$ cat config.mk
export PLATFORM = sky130hd
export DESIGN_NAME = tth_queue
export DESIGN_NICKNAME = d
export VERILOG_FILES = /design/src/hw/rtl/ternary_triangle_histogram_assert.svh /design/src/hw/rtl/tth_pkg.sv /design/src/hw/rtl/tth_queue.sv
export SDC_FILE = /design/constraint.sdc
export NUM_CORES = 1
export LEC_CHECK = 0
export BUFFER_PORTS_ARGS = -buffer_cell sky130_fd_sc_hd__buf_2
export CORE_AREA = 2 2 80 82
export CTS_CLUSTER_SIZE = 20
export DETAILED_ROUTE_END_ITERATION = 16
export DIE_AREA = 0 0 82 84
export GPL_TIMING_DRIVEN = 0
export PLACE_DENSITY = 0.77
export SETUP_SLACK_MARGIN = 0.4
export SKIP_CTS_REPAIR_TIMING = 1
export SLEW_MARGIN = 0
export SYNTH_ARGS = -nofsm -noshare
export SYNTH_HDL_FRONTEND = slang
export SYNTH_SLANG_ARGS = --single-unit
$ cat constraint.sdc
create_clock -name i_clk -period 3 [get_ports i_clk]
set_input_delay 0.6 -clock i_clk [delete_from_list [all_inputs] [get_ports i_clk]]
set_output_delay 0.6 -clock i_clk [all_outputs]
set_load 0.1 [all_outputs]
$ cat src/hw/rtl/ternary_triangle_histogram_assert.svh
// Assertion macros for the ternary triangle histogram.
`ifndef TERNARY_TRIANGLE_HISTOGRAM_ASSERT_SVH
`define TERNARY_TRIANGLE_HISTOGRAM_ASSERT_SVH
`ifndef SYNTHESIS
`define TTH_ASSERT_IMPL(label, clk, rst_n, prop, msg) \
    label: assert property (@(posedge clk) disable iff (!rst_n) (prop)) else $error(msg);
`define TTH_ASSERT_NEVER(label, clk, rst_n, cond, msg) \
    label: assert property (@(posedge clk) disable iff (!rst_n) !(cond)) else $error(msg);
`else
`define TTH_ASSERT_IMPL(label, clk, rst_n, prop, msg)
`define TTH_ASSERT_NEVER(label, clk, rst_n, cond, msg)
`endif
`endif

$ cat src/hw/rtl/tth_pkg.sv
// Shared types and constants for the ternary triangle histogram.
package tth_pkg;
    localparam int MAX_SIDE    = 16;
    localparam int COUNT_WIDTH = 32;
    localparam int DEPTH       = MAX_SIDE * MAX_SIDE;
    localparam int AW          = $clog2(DEPTH);
    localparam int SW          = 5;
    localparam int QDEPTH      = 2;

    localparam logic [1:0] ST_OK   = 2'd0;
    localparam logic [1:0] ST_ZERO = 2'd1;
    localparam logic [1:0] ST_OOR  = 2'd2;

    localparam logic CMD_FILL = 1'b0;
    localparam logic CMD_READ = 1'b1;

    typedef struct packed {
        logic        cmd;
        logic [15:0] part_a;
        logic [15:0] part_b;
        logic [15:0] part_c;
        logic [15:0] weight;
        logic [3:0]  read_row;
        logic [4:0]  read_slot;
    } t_in;

    typedef struct packed {
        logic [1:0]  status;
        logic [3:0]  bin_row;
        logic [4:0]  bin_slot;
        logic [31:0] bin_count;
    } t_out;

    // Classified job passed from the front to the back.
    typedef struct packed {
        logic        write;
        logic        skip;
        logic [1:0]  status;
        logic [3:0]  row;
        logic [4:0]  slot;
        logic [AW-1:0] addr;
        logic [15:0] weight;
    } t_job;
endpackage

$ cat src/hw/rtl/tth_queue.sv
// Two-entry job queue between front and back.
module tth_queue (
    input  logic          i_clk,
    input  logic          i_rst_n,
    input  logic          i_wr_valid,
    output logic          o_wr_ready,
    input  tth_pkg::t_job i_wr,
    output logic          o_rd_valid,
    input  logic          i_rd_ready,
    output tth_pkg::t_job o_rd
);
    tth_pkg::t_job r_mem [tth_pkg::QDEPTH];
    logic r_wp, r_rp;
    logic [1:0] r_cnt;
    logic w_push, w_pop;

    assign o_wr_ready = (r_cnt != 2'(tth_pkg::QDEPTH));
    assign o_rd_valid = (r_cnt != 2'd0);
    assign w_push = i_wr_valid && o_wr_ready;
    assign w_pop  = o_rd_valid && i_rd_ready;
    assign o_rd   = r_mem[r_rp];

    always_ff @(posedge i_clk) begin
        if (w_push) begin
            r_mem[r_wp] <= i_wr;
        end
    end

    always_ff @(posedge i_clk) begin
        if (!i_rst_n) begin
            r_wp <= 1'b0;
            r_rp <= 1'b0;
            r_cnt <= 2'd0;
        end else begin
            if (w_push) r_wp <= ~r_wp;
            if (w_pop) r_rp <= ~r_rp;
            r_cnt <= r_cnt + 2'(w_push) - 2'(w_pop);
        end
    end
endmodule

Word level (Yosys, flattened, before mapping)
Memory sizes are Yosys's and may differ from the RTL's. A register that Yosys moved wholly into a read port is not among the register bits.
Cells that the tools add are included.
- word-level logic and storage cells: 16
- memory bits (writable): 74
- memories kept: 1
- flip-flop bits (word level): 4
- input bits: 41
- add/sub/neg operators: 2
- reductions and logical operators: 3
- equality and inequality tests: 1
- mux-type cells: 4
- bitwise logic cells: 2
- memories (name ; words ; bits a word ; read ports ; clocked after Yosys merged registers in ; wr ports ; line ; RTL):
    r_mem ; 2 ; 37 ; 1 ; 1 ; 1 ; tth_queue.sv:12 ; tth_pkg::t_job r_mem [tth_pkg::QDEPTH];
- operator list (kind ; number):
    $mux W1 ; 4
    $add A2 B1 Y2 ; 1
    $logic_and A1 B1 Y1 ; 2
    $ne A2 B2 Y1 const B ; 1
    $not A1 Y1 ; 2
    $reduce_bool A2 Y1 ; 1
    $sub A2 B1 Y2 ; 1

Depth between registers and ports, before layout
- word-level depth: 4
- mapped depth: 8
- mapped depth without buffers: 8

Worst setup path before layout
Ideal clock, no wire load.
- path kind: flip-flop to flip-flop
- start point: reg r_cnt[0]
- end point: mem r_mem[0][0] (netlist name), enable pin
- path buffers: 0
- clock period less this slack: 3.440 ns
- cell stages (with the launch flop): 4
- required time: 2.569 ns
- setup time: 0.431 ns
- arrival time: 3.008 ns
- slack: -0.440 ns
- cells stage by stage: dfxtp_1 > nand2b_1 > nand2_1 > nor2_1
- longest elaborated chain between the ends: 4
- RTL lines (what ; line ; RTL):
    from (decl) ; tth_queue.sv:14 ; logic [1:0] r_cnt;
    from (signal assigned) ; tth_queue.sv:37 ; r_cnt <= r_cnt + 2'(w_push) - 2'(w_pop);
    $ne A2 B2 Y1 ; tth_queue.sv:17 ; assign o_wr_ready = (r_cnt != 2'(tth_pkg::QDEPTH));
    via o_wr_ready ; tth_queue.sv:6 ; output logic o_wr_ready,
    $logic_and A1 B1 Y1 ; tth_queue.sv:19 ; assign w_push = i_wr_valid && o_wr_ready;
    $mux W1 ; tth_queue.sv:24 ; if (w_push) begin
    $mux W1 (not written as such) ; tth_queue.sv:25 ; r_mem[r_wp] <= i_wr;
    to (decl) ; tth_queue.sv:12 ;
The timed path passes the listed nets, and every way through them passes these cells.

==> metrics.cfg <==
[outcome]
outcome=completed

[die]
start_util_pct=50.1
fp.dieW_um=82
ios=80
die_h_um=84
die-area_um2=6890
rows=29
core_um2=6100

[sta]
slew-limit-headroom_pct=28.3
period_needed_ns=2.20
tightest_slew_ns=1.07
setup_viol=0
max_freq_mhz=456
fin_crit_sh_pct=73.2
final_hold_viol_count=0
tns_ns=0
maxSlewViolCount=0
rsz0062_at_grt=false
skew_ns=0.00481
hold_ws_ns=0.452

[clocking]
path_clk_slew_ns=0.08
clkLatencyLatePin_ns=0.33
cts_buffers=9
clock_path_buffers=2
cts.sinks=79
cts_tree=yes
cts_root_buffer=clkbuf_8
ctsHtreeMaxLevel=3

[layout]
drive_gt1_share_pct=59.4
fin_util_pct=61.8
fill_cells=452
instances_no_fill=311
area_delta_synth_final_pct=23.3
nets=272
antenna_cells=0

[worst_setup_path]
worst-setup-path-type=reg2out
crit_path_start_kind=flop
cp-end-kind=primary output
cp.required_ns=2.40
r2r-start=r_cnt[0]
path_cells=buf_6 -> buf_12 -> mux2_4 -> buf_2
cp_slowest_cell=dfxtp_1
crit_arrival_ns=1.60
crit_fanout=10
slowest_delay_ns=0.32

[detailed_routing]
met2_length_um=2320
via_count=1492
met1_length_um=1940
wl_per_cell_um=14.9
topRoutingLayerUsed=met4
drt-total-wl_um=4630
dr_wl_met3_um=269
dr.pass1.iters=4
drt_first_iter_violations=46
viasPerCell=4.80
drcViolationCount=0
ant_nets=0

[synth]
avgSynthCellArea_um2=22.0
synth-seq-cells=79
ys_seq_area_share_pct=76.0
synth_top_area_share_pct=72.7
synth-main-ff-cell=edfxtp_1
synthCells=139
netlist-cell-type-count=18
synth_top_area_cell=edfxtp_1
synth_fp_nets=182
yosysWarnings=0
netlist_area_um2=3060
async_flop_share_pct=0
yosysMostFrequentCell=edfxtp_1
synth-edff-count=74
synthTopCellsByCount=74 x edfxtp_1, 30 x mux2_4, 7 x mux2_2
synthTopCellsByArea=edfxtp_1 73%, mux2_4 15%, dfxtp_1 3.3%

[global_route]
grt_remaining_overflow=0
grt_util_all_layers_pct=14.2
grt_pass1_wl_um=6980
grt_max_degree=38
grt_antenna_before_repair=0
grt_pass1_vias=1495

[place]
placedCellCount=295
routabilityCongestion=0.697
port_buffers=79
dp_hpwl_um=3120

[worst_hold_path]
holdCritStartpoint=i_wr[12]
worstHoldPathType=in2reg

[job]
max_cap_violations=0

final timing paths:
kind	endpoint	slack [ns]	cells past startpoint
worst min-delay path	r_mem[0][12]	0.45	1
worst min register to register	r_wp	0.52	2
worst max register to register	r_mem[0][18]	1.11	3
worst max-delay path	o_rd[27]	0.80	4
flip-flops by register name, summed over array words and instances, names as in the netlist, named ones only:
name and count:
r_rp 1, r_mem 74, r_wp 1, r_cnt 2
worst max-delay path, delay by kind of cell (launching register included):
kind,cells,cell delay [ns]
mux,1,0.31
buf+inv,3,0.62
flops,1,0.32
layout make-up:
| cell class | instances | area (µm²) | share of cell area (%) |
|---|---|---|---|
| multi-input cells | 55 | 668 | 17.7 |
| clock inverters | 7 | 87.6 | 2.32 |
| repair buffers | 79 | 395 | 10.5 |
| flip-flops and latches | 79 | 2320 | 61.6 |
| inverters | 1 | 3.75 | 0.0996 |
| plain buffers | 4 | 71.3 | 1.89 |
| well taps | 77 | 96.3 | 2.56 |
| clock buffers | 9 | 124 | 3.29 |
metal layers:
metal | up-vias | track usage, %
met4 | 0 | 8.79
met1 | 717 | 16.4
met5 | - | 0
met2 | 49 | 22.8
li1 | 718 | -
met3 | 8 | 4.22
cells in the final DEF (no fill, tap or decap), drive strengths merged, types with 2 or more instances in the layout:
master,synthesis,final
buf,4,83
edfxtp,74,74
mux2,37,37
clkbuf,0,9
dfxtp,5,5
clkinv,0,4
xnor2,3,3
nand2b,2,2
nand2,2,2
nor2b,2,2
and2,2,2
ha,2,2
bufinv,0,2
logic make-up (layout without fill, tap and decap cells):
logic type | Yosys count | after routing | synth area share (%)
muxes | 38 | 38 | 17.6
DFF | 79 | 79 | 76.0
and+or+nand+nor | 11 | 11 | 2.01
xor gates and xnor gates | 3 | 3 | 0.860
adders and majority gates | 2 | 2 | 0.819
AOI/OAI and AO/OA | 1 | 1 | 0.246
buffers and inverters | 5 | 100 | 2.46
through the flow:
step,cell area (µm²),setup WS (ns)
6_report,3770,0.805
2_1_floorplan,3070,0.515
3_5_place_dp,3560,0.910
3_3_place_gp,3560,0.873
4_1_cts,3770,0.765
5_1_grt,3770,0.730
Power is left out: the tool's default activity adds up to more than one toggle a clock period on the data nets, which glitch-free logic cannot reach.
