File: src/hw/rtl/ternary_triangle_histogram_assert.svh
// Assertion macros for the ternary triangle histogram.
`ifndef TERNARY_TRIANGLE_HISTOGRAM_ASSERT_SVH
`define TERNARY_TRIANGLE_HISTOGRAM_ASSERT_SVH
`ifndef SYNTHESIS
`define TTH_ASSERT_IMPL(label, clk, rst_n, prop, msg) \
    label: assert property (@(posedge clk) disable iff (!rst_n) (prop)) else $error(msg);
`define TTH_ASSERT_NEVER(label, clk, rst_n, cond, msg) \
    label: assert property (@(posedge clk) disable iff (!rst_n) !(cond)) else $error(msg);
`else
`define TTH_ASSERT_IMPL(label, clk, rst_n, prop, msg)
`define TTH_ASSERT_NEVER(label, clk, rst_n, cond, msg)
`endif
`endif

File: src/hw/rtl/tth_pkg.sv
// Shared types and constants for the ternary triangle histogram.
package tth_pkg;
    localparam int MAX_SIDE    = 16;
    localparam int COUNT_WIDTH = 32;
    localparam int DEPTH       = MAX_SIDE * MAX_SIDE;
    localparam int AW          = $clog2(DEPTH);
    localparam int SW          = 5;
    localparam int QDEPTH      = 2;

    localparam logic [1:0] ST_OK   = 2'd0;
    localparam logic [1:0] ST_ZERO = 2'd1;
    localparam logic [1:0] ST_OOR  = 2'd2;

    localparam logic CMD_FILL = 1'b0;
    localparam logic CMD_READ = 1'b1;

    typedef struct packed {
        logic        cmd;
        logic [15:0] part_a;
        logic [15:0] part_b;
        logic [15:0] part_c;
        logic [15:0] weight;
        logic [3:0]  read_row;
        logic [4:0]  read_slot;
    } t_in;

    typedef struct packed {
        logic [1:0]  status;
        logic [3:0]  bin_row;
        logic [4:0]  bin_slot;
        logic [31:0] bin_count;
    } t_out;

    // Classified job passed from the front to the back.
    typedef struct packed {
        logic        write;
        logic        skip;
        logic [1:0]  status;
        logic [3:0]  row;
        logic [4:0]  slot;
        logic [AW-1:0] addr;
        logic [15:0] weight;
    } t_job;
endpackage

File: src/hw/rtl/tth_front.sv
// Front end: bit-serial division that classifies each beat into a bin job.
module tth_front (
    input  logic              i_clk,
    input  logic              i_rst_n,
    input  logic [4:0]        i_side,
    input  logic              i_in_valid,
    output logic              o_in_ready,
    input  tth_pkg::t_in      i_in,
    output logic              o_job_valid,
    input  logic              i_job_ready,
    output tth_pkg::t_job     o_job
);
    localparam logic [1:0] S_IDLE = 2'd0;
    localparam logic [1:0] S_DIV  = 2'd1;
    localparam logic [1:0] S_FIX  = 2'd2;
    localparam logic [1:0] S_OUT  = 2'd3;

    logic [1:0]  r_state, n_state;
    logic [4:0]  r_n;
    logic [17:0] r_s;
    logic [20:0] r_remb, r_rema;
    logic [4:0]  r_qb, r_qa;
    logic [2:0]  r_bit;
    logic [20:0] r_lhs;
    tth_pkg::t_job r_job;

    logic [4:0]  w_n;
    logic [17:0] w_sum;
    logic [22:0] w_tb, w_ta;
    logic [4:0]  w_row, w_last, w_slot;
    logic [5:0]  w_col2;
    logic [4:0]  w_cl;
    logic [23:0] w_rhs;
    logic [8:0]  w_base;

    assign w_n = (i_side == 5'd0) ? 5'd1 :
                 (i_side > 5'(tth_pkg::MAX_SIDE)) ? 5'(tth_pkg::MAX_SIDE) : i_side;
    assign w_sum = 18'(i_in.part_a) + 18'(i_in.part_b) + 18'(i_in.part_c);

    // One quotient bit per cycle for each of row and column.
    always_comb begin
        w_ta = 23'(r_s) << r_bit;
        w_tb = 23'(r_s) << r_bit;
    end

    always_comb begin
        w_row  = (r_qb > r_n - 5'd1) ? r_n - 5'd1 : r_qb;
        w_cl   = r_qb + r_qa + 5'd1;
        w_rhs  = 24'(r_s) * 24'(w_cl);
        w_col2 = {r_qa, 1'b0} | 6'(24'(r_lhs) > w_rhs);
        w_last = 5'((r_n - 5'd1 - w_row) << 1);
        w_slot = (w_col2 > 6'(w_last)) ? w_last : w_col2[4:0];
        w_base = 9'(w_row) * (9'({r_n, 1'b0}) - 9'(w_row));
    end

    always_comb begin
        n_state = r_state;
        case (r_state)
            S_IDLE: if (i_in_valid) n_state = S_DIV;
            S_DIV:  if (r_bit == 3'd0) n_state = S_FIX;
            S_FIX:  n_state = S_OUT;
            S_OUT:  if (i_job_ready) n_state = S_IDLE;
            default: n_state = S_IDLE;
        endcase
    end

    always_ff @(posedge i_clk) begin
        if (!i_rst_n) begin
            r_state <= S_IDLE;
        end else begin
            r_state <= n_state;
        end
    end

    always_ff @(posedge i_clk) begin
        case (r_state)
            S_IDLE: begin
                r_n    <= w_n;
                r_s    <= w_sum;
                r_lhs  <= 21'(w_n) * (21'(i_in.part_a) + 21'(i_in.part_b));
                r_remb <= 21'(w_n) * 21'(i_in.part_b);
                r_rema <= 21'(w_n) * 21'(i_in.part_a);
                r_qb   <= '0;
                r_qa   <= '0;
                r_bit  <= 3'd4;
                r_job.write  <= 1'b0;
                r_job.skip   <= 1'b0;
                r_job.status <= tth_pkg::ST_OK;
                r_job.row    <= i_in.read_row;
                r_job.slot   <= i_in.read_slot;
                r_job.weight <= i_in.weight;
                r_job.addr   <= '0;
                if (i_in.cmd == tth_pkg::CMD_READ) begin
                    if ({1'b0, i_in.read_row} >= w_n ||
                        i_in.read_slot > 5'((w_n - 5'd1 - {1'b0, i_in.read_row}) << 1)) begin
                        r_job.status <= tth_pkg::ST_OOR;
                        r_job.skip   <= 1'b1;
                    end
                end else if (w_sum == 18'd0) begin
                    r_job.status <= tth_pkg::ST_ZERO;
                    r_job.skip   <= 1'b1;
                    r_job.row    <= '0;
                    r_job.slot   <= '0;
                end else begin
                    r_job.write <= 1'b1;
                end
            end
            S_DIV: begin
                if (23'(r_rema) >= w_ta) begin
                    r_rema <= 21'(23'(r_rema) - w_ta);
                    r_qa   <= r_qa | (5'd1 << r_bit);
                end
                if (23'(r_remb) >= w_tb) begin
                    r_remb <= 21'(23'(r_remb) - w_tb);
                    r_qb   <= r_qb | (5'd1 << r_bit);
                end
                r_bit <= r_bit - 3'd1;
            end
            S_FIX: begin
                if (r_job.write) begin
                    r_job.row  <= w_row[3:0];
                    r_job.slot <= w_slot;
                    r_job.addr <= tth_pkg::AW'(w_base + 9'(w_slot));
                end else if (!r_job.skip) begin
                    r_job.addr <= tth_pkg::AW'(9'(r_job.row) *
                        (9'({r_n, 1'b0}) - 9'(r_job.row)) + 9'(r_job.slot));
                end
            end
            default: ;
        endcase
    end

    assign o_in_ready  = (r_state == S_IDLE);
    assign o_job_valid = (r_state == S_OUT);
    assign o_job       = r_job;
endmodule

File: config.mk
export PLATFORM = sky130hd
export DESIGN_NAME = tth_front
export DESIGN_NICKNAME = d
export VERILOG_FILES = /design/src/hw/rtl/ternary_triangle_histogram_assert.svh /design/src/hw/rtl/tth_pkg.sv /design/src/hw/rtl/tth_front.sv
export SDC_FILE = /design/constraint.sdc
export NUM_CORES = 1
export LEC_CHECK = 0
export BUFFER_PORTS_ARGS = -buffer_cell sky130_fd_sc_hd__buf_4
export CORE_ASPECT_RATIO = 1.4
export CORE_MARGIN = 4
export CORE_UTILIZATION = 55
export DETAILED_ROUTE_END_ITERATION = 12
export PLACE_DENSITY = 0.8
export REMOVE_ABC_BUFFERS = 1
export SYNTH_ARGS = -nofsm -noshare
export SYNTH_HDL_FRONTEND = slang
export SYNTH_SLANG_ARGS = --single-unit
File: constraint.sdc
create_clock -name i_clk -period 11.9 [get_ports i_clk]
set_input_delay 0.595 -clock i_clk [delete_from_list [all_inputs] [get_ports i_clk]]
set_output_delay 0.595 -clock i_clk [all_outputs]
set_load 0.01 [all_outputs]
# Yosys cells after proc, flatten, opt, wreduce, memory -nomap -nowiden
# Index checks and enable logic that the tools add are counted.
[word_totals] regBits=138 in_bits=83 output_inout_bits=39
[classes] n_addsub=16 mul=6 magnitude_cmp=8 n_eq_ne=10 n_shift=2 muxes=26 bitwise=3 reduce_logical=12
[ops] operator="21-bit case mux with 2 select lines" n=2
[ops] operator="21-bit by 23-bit greater-or-equal comparator with 1-bit output" n=2
[ops] operator="5-bit by 16-bit multiplier with 21-bit output" n=2
[ops] operator="21-bit 2-to-1 mux" n=2
[ops] operator="21-bit subtractor" n=2
[ops] operator="16-bit by 16-bit adder with 17-bit output" n=2
[ops] operator="17-bit case mux with 2 select lines" n=1
[ops] operator="5-bit 2-to-1 mux" n=6
[ops] operator="21-bit by 23-bit > comparator with 1-bit output" n=1
[ops] operator="18-bit by 5-bit multiplier with 23-bit output" n=1
[ops] operator="18-bit by 3-bit left shift with 23-bit output" n=1
[ops] operator="5-bit by 17-bit multiplier with 21-bit output" n=1
[ops] operator="5-bit case mux with 2 select lines" n=2
[ops] operator="17-bit by 16-bit adder with 18-bit output" n=1
[ops] operator="18-bit logical NOT" n=1
[ops] operator="9-bit 2-to-1 mux" n=2
[ops] operator="8-bit by 5-bit adder with 8-bit output" n=2
[ops] operator="8-bit 2-to-1 mux" n=2
[ops] operator="12-bit 2-to-1 mux" n=1
[ops] operator="5-bit > comparator" n=2
[ops] operator="2-bit != test (second input constant)" n=5
[ops] operator="5-bit OR" n=2
[ops] operator="5-bit by 7-bit multiplier with 8-bit output" n=1
[ops] operator="6-bit by 7-bit multiplier with 8-bit output" n=1
[ops] operator="29 further kinds" n=38

# Logic depth before layout (Yosys ltp)
# Gate-level depths: netlist of run 1.
[logic_depth] word_depth=10 mapped_depth=46 depth_no_buf=45

# Worst setup path after synthesis of run 1
# No wires, ideal clock.
[synth_timing] path_kind="register to register" from="register r_qb[0]" to="register r_job (netlist bit o_job[23]), data pin" arrival_ns=9.563 t_required_ns=11.733 slack_ns=2.170 path_stages_with_launch=45 synth_period_minus_slack_ns=9.730 path_cell_list="edfxtp_1 inv_1 ha_1 fa_1 inv_1 a21o_1 a21oi_1 xnor2_1 clkbuf_1 nand2_1 fa_1 fa_1 fa_1 inv_1 ha_1 nor2b_1 o31ai_1 a21oi_1 [9 not listed] nand3_1 nor2_1 or4b_1 a311o_1 a21boi_4 mux2i_1 ha_1 ha_1 fa_1 a21o_1 a21oi_1 o21bai_1 a21oi_1 xnor2_1 xnor2_1 xnor3_1 xor2_1 a211oi_1"
[synth_via] elab_chain_cells=10 elab_cells_between_ends=15 classes_between="add/sub (5); mul (2); order compare (3); mux (4); bitwise (1)"
[synth_lines] item="start, declared" line_no="tth_front.sv:22" rtl="logic [4:0] r_qb, r_qa;"
[synth_lines] item="start signal, assigned" line_no="tth_front.sv:115" rtl="r_qb <= r_qb | (5'd1 << r_bit);"
[synth_lines] item="5-bit adder" line_no="tth_front.sv:48" rtl="w_cl = r_qb + r_qa + 5'd1;"
[synth_lines] item="5-bit by 1-bit adder with 5-bit output" line_no="tth_front.sv:48"
[synth_lines] item="18-bit by 5-bit multiplier with 23-bit output" line_no="tth_front.sv:49" rtl="w_rhs = 24'(r_s) * 24'(w_cl);"
[synth_lines] item="21-bit by 23-bit > comparator with 1-bit output" line_no="tth_front.sv:50" rtl="w_col2 = {r_qa, 1'b0} | 6'(24'(r_lhs) > w_rhs);"
[synth_lines] item="6-bit by 1-bit OR with 6-bit output" line_no="tth_front.sv:50"
[synth_lines] item="6-bit by 5-bit > comparator with 1-bit output" line_no="tth_front.sv:52" rtl="w_slot = (w_col2 > 6'(w_last)) ? w_last : w_col2[4:0];"
[synth_lines] item="5-bit 2-to-1 mux" line_no="tth_front.sv:52"
[synth_lines] item="8-bit by 5-bit adder with 8-bit output *" line_no="tth_front.sv:123" rtl="r_job.addr <= tth_pkg::AW'(w_base + 9'(w_slot));"
[synth_lines] item="8-bit 2-to-1 mux *" line_no="tth_front.sv:120" rtl="if (r_job.write) begin"
[synth_lines] item="17-bit case mux with 2 select lines *" line_no="tth_front.sv:76" rtl="case (r_state)"
[synth_lines] item="end, declared" line_no="tth_front.sv:25" rtl="tth_pkg::t_job r_job;"
# Mark *: on every way between the ends. The rest lies on a longest branch, timed or not.
# A chain may end at the register's enable or synchronous reset.

# Worst setup path after layout of run 1
# Ends and elaborated chain as after synthesis.

==> flow_summary.yaml, run 1 <==
synthesis:
  yosysWarnings: 0
  synth-edff-count: 136
  synthesis.instances: 2553
  synth_area_um2: 22900
  yosysUniqueCellTypes: 76
  syn_avg_cell_area_um2: 8.98
  synthArstFlopShare: 0
  synth.largest_area_cell: "fa_1"
  ys_ff_latch: 138
  ys_seq_area_frac: 0.180
  synth_top_area_share: 0.197
  synth-main-ff-cell: "edfxtp_1"
  yosys-top-cells-area: "fa_1 (20%), edfxtp_1 (18%), ha_1 (16%)"
floorplanning:
  coreArea_um2: 41200
  die_area_um2: 45000
  initial_core_util: 0.556
  row_count: 88
  io_pins: 122
  die_y_um: 250
  die_x_um: 181
timing:
  finalClockSkew_ps: 12.3
  fin_crit_ps: 10670
  final-setup-viol-count: 0
  setup_tns_ps: 0
  tightest_slew_ps: 1060
  min_period_over_period: 0.897
  max_freq_mhz: 93.7
  hold_viol_final: 0
  final-max-slew-violation-count: 0
  grt_setup_unrepaired: "false"
  slew_headroom: 0.291
detailed_routing:
  wl_per_cell_um: 19.4
  drc: 0
  firstDrtPassIters: 5
  ant_nets: 0
  drt_iter0_markers: 1328
  via_per_inst: 5.96
  drt-total-wl_um: 62100
  vias: 19100
critical_path:
  required_ps: 12160
  worstSetupPathType: "flop to flop"
  critical_path.endpoint_type: "flop"
  cpPeakStageDelay_ps: 730
  path_delay_family: "compound AO/OA/AOI/OAI gates"
  crit_buf_inv: 5
  path_max_fanout: 10
  crit_path_top_delay_cell: "xnor2_1"
  arrival_ps: 10930
  start_kind: "flop"
clock_tree:
  hold_buffers: 0
  cts.path.max_buffers: 2
  cts_tree: "yes"
  clk_pin_slew_ps: 60
  htreeDepth: 4
  numCtsBuffers: 17
  post_cts_buffers: 0
  root_buffer: "clkbuf_16"
  cts-resized-gates: 0
  clock_latency_ps: 460
  cts_sinks: 138
placed_design:
  hpwl_um: 50300
  gp_congestion: 0.988
  port_buffers: 121
cells_and_area:
  final_nets: 3246
  antenna-diode-count: 0
  area_growth_pct: 9.10
  drive_gt1_frac: 0.0816
global_routing:
  antenna_found_initial: 0
  grt_usage: 0.276
  grt_pass1_wl_um: 101000
  grt_pass1_vias: 20100
  grt_start_max_net_pins: 60
  grt_overflow: 0
flow_run:
  max_cap_viol_count: 0
worst_hold_path:
  hold_class: "input pin to flop"
outcome:
  outcome: "complete, no violations"
-- Yosys cell counts, types with 17 or more instances --
library cell and count:
and2_1 153, or3_1 23, o21a_1 24, xor2_1 57, a211oi_1 28, o31ai_1 18, ha_1 292, nor2b_1 64
nand2_1 263, fa_1 226, inv_1 311, clkbuf_1 53, nand2b_1 39, nand3_1 38, a31oi_1 17, nor2_1 153
o21ai_0 87, nor3_1 48, edfxtp_1 136, a21oi_1 137, xnor2_1 103, mux2i_1 34, a21o_1 42
-- layout by cell type, fill, tap and decap left out, types with 8 or more instances in the layout --
cell         n
buf_4      136
nand2_1    263
clkbuf_16   17
nor4_1      15
nand2b_1    39
inv_1      311
nand3_1     38
edfxtp_1   136
mux2_2       9
xor2_1      57
fa_1       226
mux2i_1     34
ha_1       290
nor2_1     153
nand4_1     12
and2_1     153
or2_2       11
a21o_1      42
o21bai_1    13
a21oi_1    137
o211ai_1     8
or3_1       23
a211oi_1    28
xnor2_1    103
o21a_1      24
o31a_1       9
nor2b_1     61
a21boi_0     9
o31ai_1     18
o21ai_0     87
nor3_1      48
and3_1      13
a31oi_1     17
-- state kept, by name, summed over array words and instances (netlist names), 5 cells and up --
| name | flops |
|---|---|
| r_s | 18 |
| r_remb | 21 |
| r_qb | 5 |
| r_qa | 5 |
| r_rema | 21 |
| r_lhs | 21 |
| o_job | 37 |
| r_n | 5 |
-- layout make-up --
| class | count | area (um2) |
|---|---|---|
| multi-input cells | 2035 | 17400 |
| fillers | 3516 | 16200 |
| flip-flops and latches | 138 | 4120 |
| inverters | 317 | 1190 |
| repair buffers | 136 | 1020 |
| well taps | 540 | 676 |
| clock buffers | 17 | 425 |
| clock inverters | 15 | 166 |
-- metal layers --
metal / global-route usage / part of all wire / up-vias / routed length [um]
met3: 0.0334 / 0.053 / 198 / 3280
met5: 0 / 0 / - / 0
met4: 0.151 / 0.062 / 0 / 3860
met1: 0.323 / 0.38 / 9306 / 23700
li1: - / - / 8868 / -
met2: 0.491 / 0.50 / 697 / 31200
-- worst register-to-register path: cells and delay by family, from the launching register on --
family,cells,cell delay [ps]
compound gates,17,3450
xor+xnor,6,1530
fa+ha+maj,9,3290
buf+inv,5,580
flops,1,400
mux,1,230
simple gates,6,1020
-- kinds of logic after synthesis --
family,after synthesis,share of synthesized area
fa+ha+maj,518,0.357
buf+inv,380,0.0622
compound gates,454,0.128
xor+xnor,161,0.0621
simple gates,852,0.185
flops,138,0.180
mux,50,0.0257
-- per-stage QoR --
step	hold WS (ps)	util	setup WS (ps)	cells	cell area [um2]
floorplan	507	-	2030	2490	22700
global placement	527	0.593	1580	3166	24400
detailed placement	557	0.593	1340	3166	24400
CTS	300	0.607	1310	3198	25000
global route	303	0.607	451	3198	25000
finish	315	0.607	1230	3198	25000
-- worst paths after layout --
check	start	to	slack (ps)	cells past startpoint
hold reg to reg	r_state[0]	r_state[0]	550	2
hold / removal	i_in[12]	o_job[3]	320	1
setup / recovery	r_qb[0]	o_job[23]	1230	44
setup reg to reg	r_qb[0]	o_job[23]	1230	44
Power of run 1 is left out: the tool's default activity adds up to more than one toggle a clock period on the data nets, which glitch-free logic cannot reach.
==> inputs of run 2 (changes only) <==
RECOVER_POWER = 25   (was not set)
==> run 2 against run 1 <==
Compared with the run above: the run now ends with capacitance limit, slew limit left; first-iteration DRC count grew 1.4%; utilization shrank 0.36 points; routed wire length barely moved; critical path depth unchanged; fmax is 0.34% higher; highest routed layer unchanged; flip-flop and latch count stayed put; die area stayed put; worst setup slack improved by 36 ps; register-to-register slack gained 40 ps.
==> flow_summary.yaml, run 2 (synthesis results as in run 1) <==
critical_path:
  critical_path.endpoint_type: "flop"
  start_kind: "flop"
  required_ps: 12160
  critPathLaunch: "r_qb[0]"
  crit_end: "o_job[23]"
  crit_path_top_delay_cell: "xnor2_1"
  path_max_fanout: 10
  path_delay_family: "compound AO/OA/AOI/OAI gates"
  r2r_end: "o_job[23]"
  worst_r2r_path_depth: 44
  arrival_ps: 10900
  crit_cells: 44
  worstSetupPathType: "flop to flop"
  r2r_start: "r_qb[0]"
  cpPeakStageDelay_ps: 720
  crit_buf_inv: 5
  r2r_slack_ps: 1260
detailed_routing:
  via_per_inst: 5.96
  drc: 0
  drt_iter0_markers: 1346
  drt-total-wl_um: 62100
  vias: 19100
  wl_per_cell_um: 19.4
  ant_nets: 0
  firstDrtPassIters: 6
timing:
  hold_viol_final: 0
  slew_headroom: -1.27
  fin_crit_ps: 10640
  min_period_over_period: 0.894
  setup_tns_ps: 0
  whs_ps: 340
  finalClockSkew_ps: 13.6
  final-max-slew-violation-count: 209
  tightest_slew_ps: 3400
  final-setup-viol-count: 0
  grt_setup_unrepaired: "false"
  max_freq_mhz: 94.0
clock_tree:
  post_cts_buffers: 0
  cts_tree: "yes"
  cts-resized-gates: 0
  clock_latency_ps: 460
  numCtsBuffers: 17
  cts_sinks: 138
  cts.path.max_buffers: 2
  htreeDepth: 4
  clk_pin_slew_ps: 60
  hold_buffers: 0
  root_buffer: "clkbuf_16"
global_routing:
  grt_usage: 0.276
  antenna_found_initial: 0
  grt_start_max_net_pins: 60
  grt_overflow: 0
  grt_pass1_vias: 20100
  grt_pass1_wl_um: 101000
floorplanning:
  row_count: 88
  io_pins: 122
  initial_core_util: 0.556
  die_y_um: 250
  die_x_um: 181
  die_area_um2: 45000
  coreArea_um2: 41200
outcome:
  outcome: "finished with violations"
  violations: "capacitance limit, slew limit"
flow_run:
  max_cap_viol_count: 4
cells_and_area:
  area_growth_pct: 8.45
  final_nets: 3246
  nFillCells: 3560
  largest_reg_flops: 37
  antenna-diode-count: 0
  final_cell_area_um2: 24900
  drive_gt1_frac: 0.0677
  most-common-layout-cells: "inv_1 (311), ha_1 (291), nand2_1 (263), fa_1 (226)"
  fin_util: 0.604
  final_common_cell: "inv_1"
placed_design:
  hpwl_um: 50300
  gp_congestion: 0.988
  placed_area_um2: 24400
  port_buffers: 121
worst_hold_path:
  hold_class: "input pin to flop"
-- run 2: cell types whose count changed in the layout (fill, tap and decap cells not counted) --
cell,change
clkbuf_1,+36
ha_1,+1
clkbuf_4,+16
buf_4,-52
ha_4,-1
-- run 2: how the worst min path moves through the flow --
stage | from | end | depth (start not counted)
detailed placement | r_state[0] | r_state[0] | 2
finish | i_in[21] | o_job[12] | 1
floorplan | r_state[0] | r_state[0] | 2
CTS | i_in[22] | o_job[13] | 1
global route | i_in[12] | o_job[3] | 1
global placement | r_state[0] | r_state[0] | 2
-- run 2: cell type report --
type	count	area (um2)	area share
tap	540	676	0.0272
clock inverter	15	166	0.00670
sequential	138	4120	0.166
multi-input combinational	2035	17400	0.700
inverter	317	1190	0.0479
timing repair buffer	136	886	0.0356
clock buffer	17	425	0.0171
-- run 2: routing by layer --
metal  share of wire  track usage
met1            0.38        0.323
met2            0.50        0.491
met3           0.056       0.0334
met4           0.065        0.151
met5               0            0
-- run 2: per-stage QoR --
| stage | instances | setup slack [ps] |
|---|---|---|
| 2_1_floorplan | 2490 | 2030 |
| 3_3_place_gp | 3166 | 1580 |
| 3_5_place_dp | 3166 | 1340 |
| 4_1_cts | 3198 | 1310 |
| 5_1_grt | 3198 | 451 |
| 6_report | 3198 | 1260 |
-- run 2: worst register-to-register path, delay by kind of cell (launching register included) --
kind | cells | cell delay, ps
multiplexers | 1 | 230
flip-flops | 1 | 400
XOR/XNOR | 6 | 1520
AND/OR/NAND/NOR | 6 | 1020
AO/OA/AOI/OAI | 17 | 3430
buffers and inverters | 5 | 580
adder cells (fa/ha/maj) | 9 | 3280
Power of run 2 is left out for the same reason.
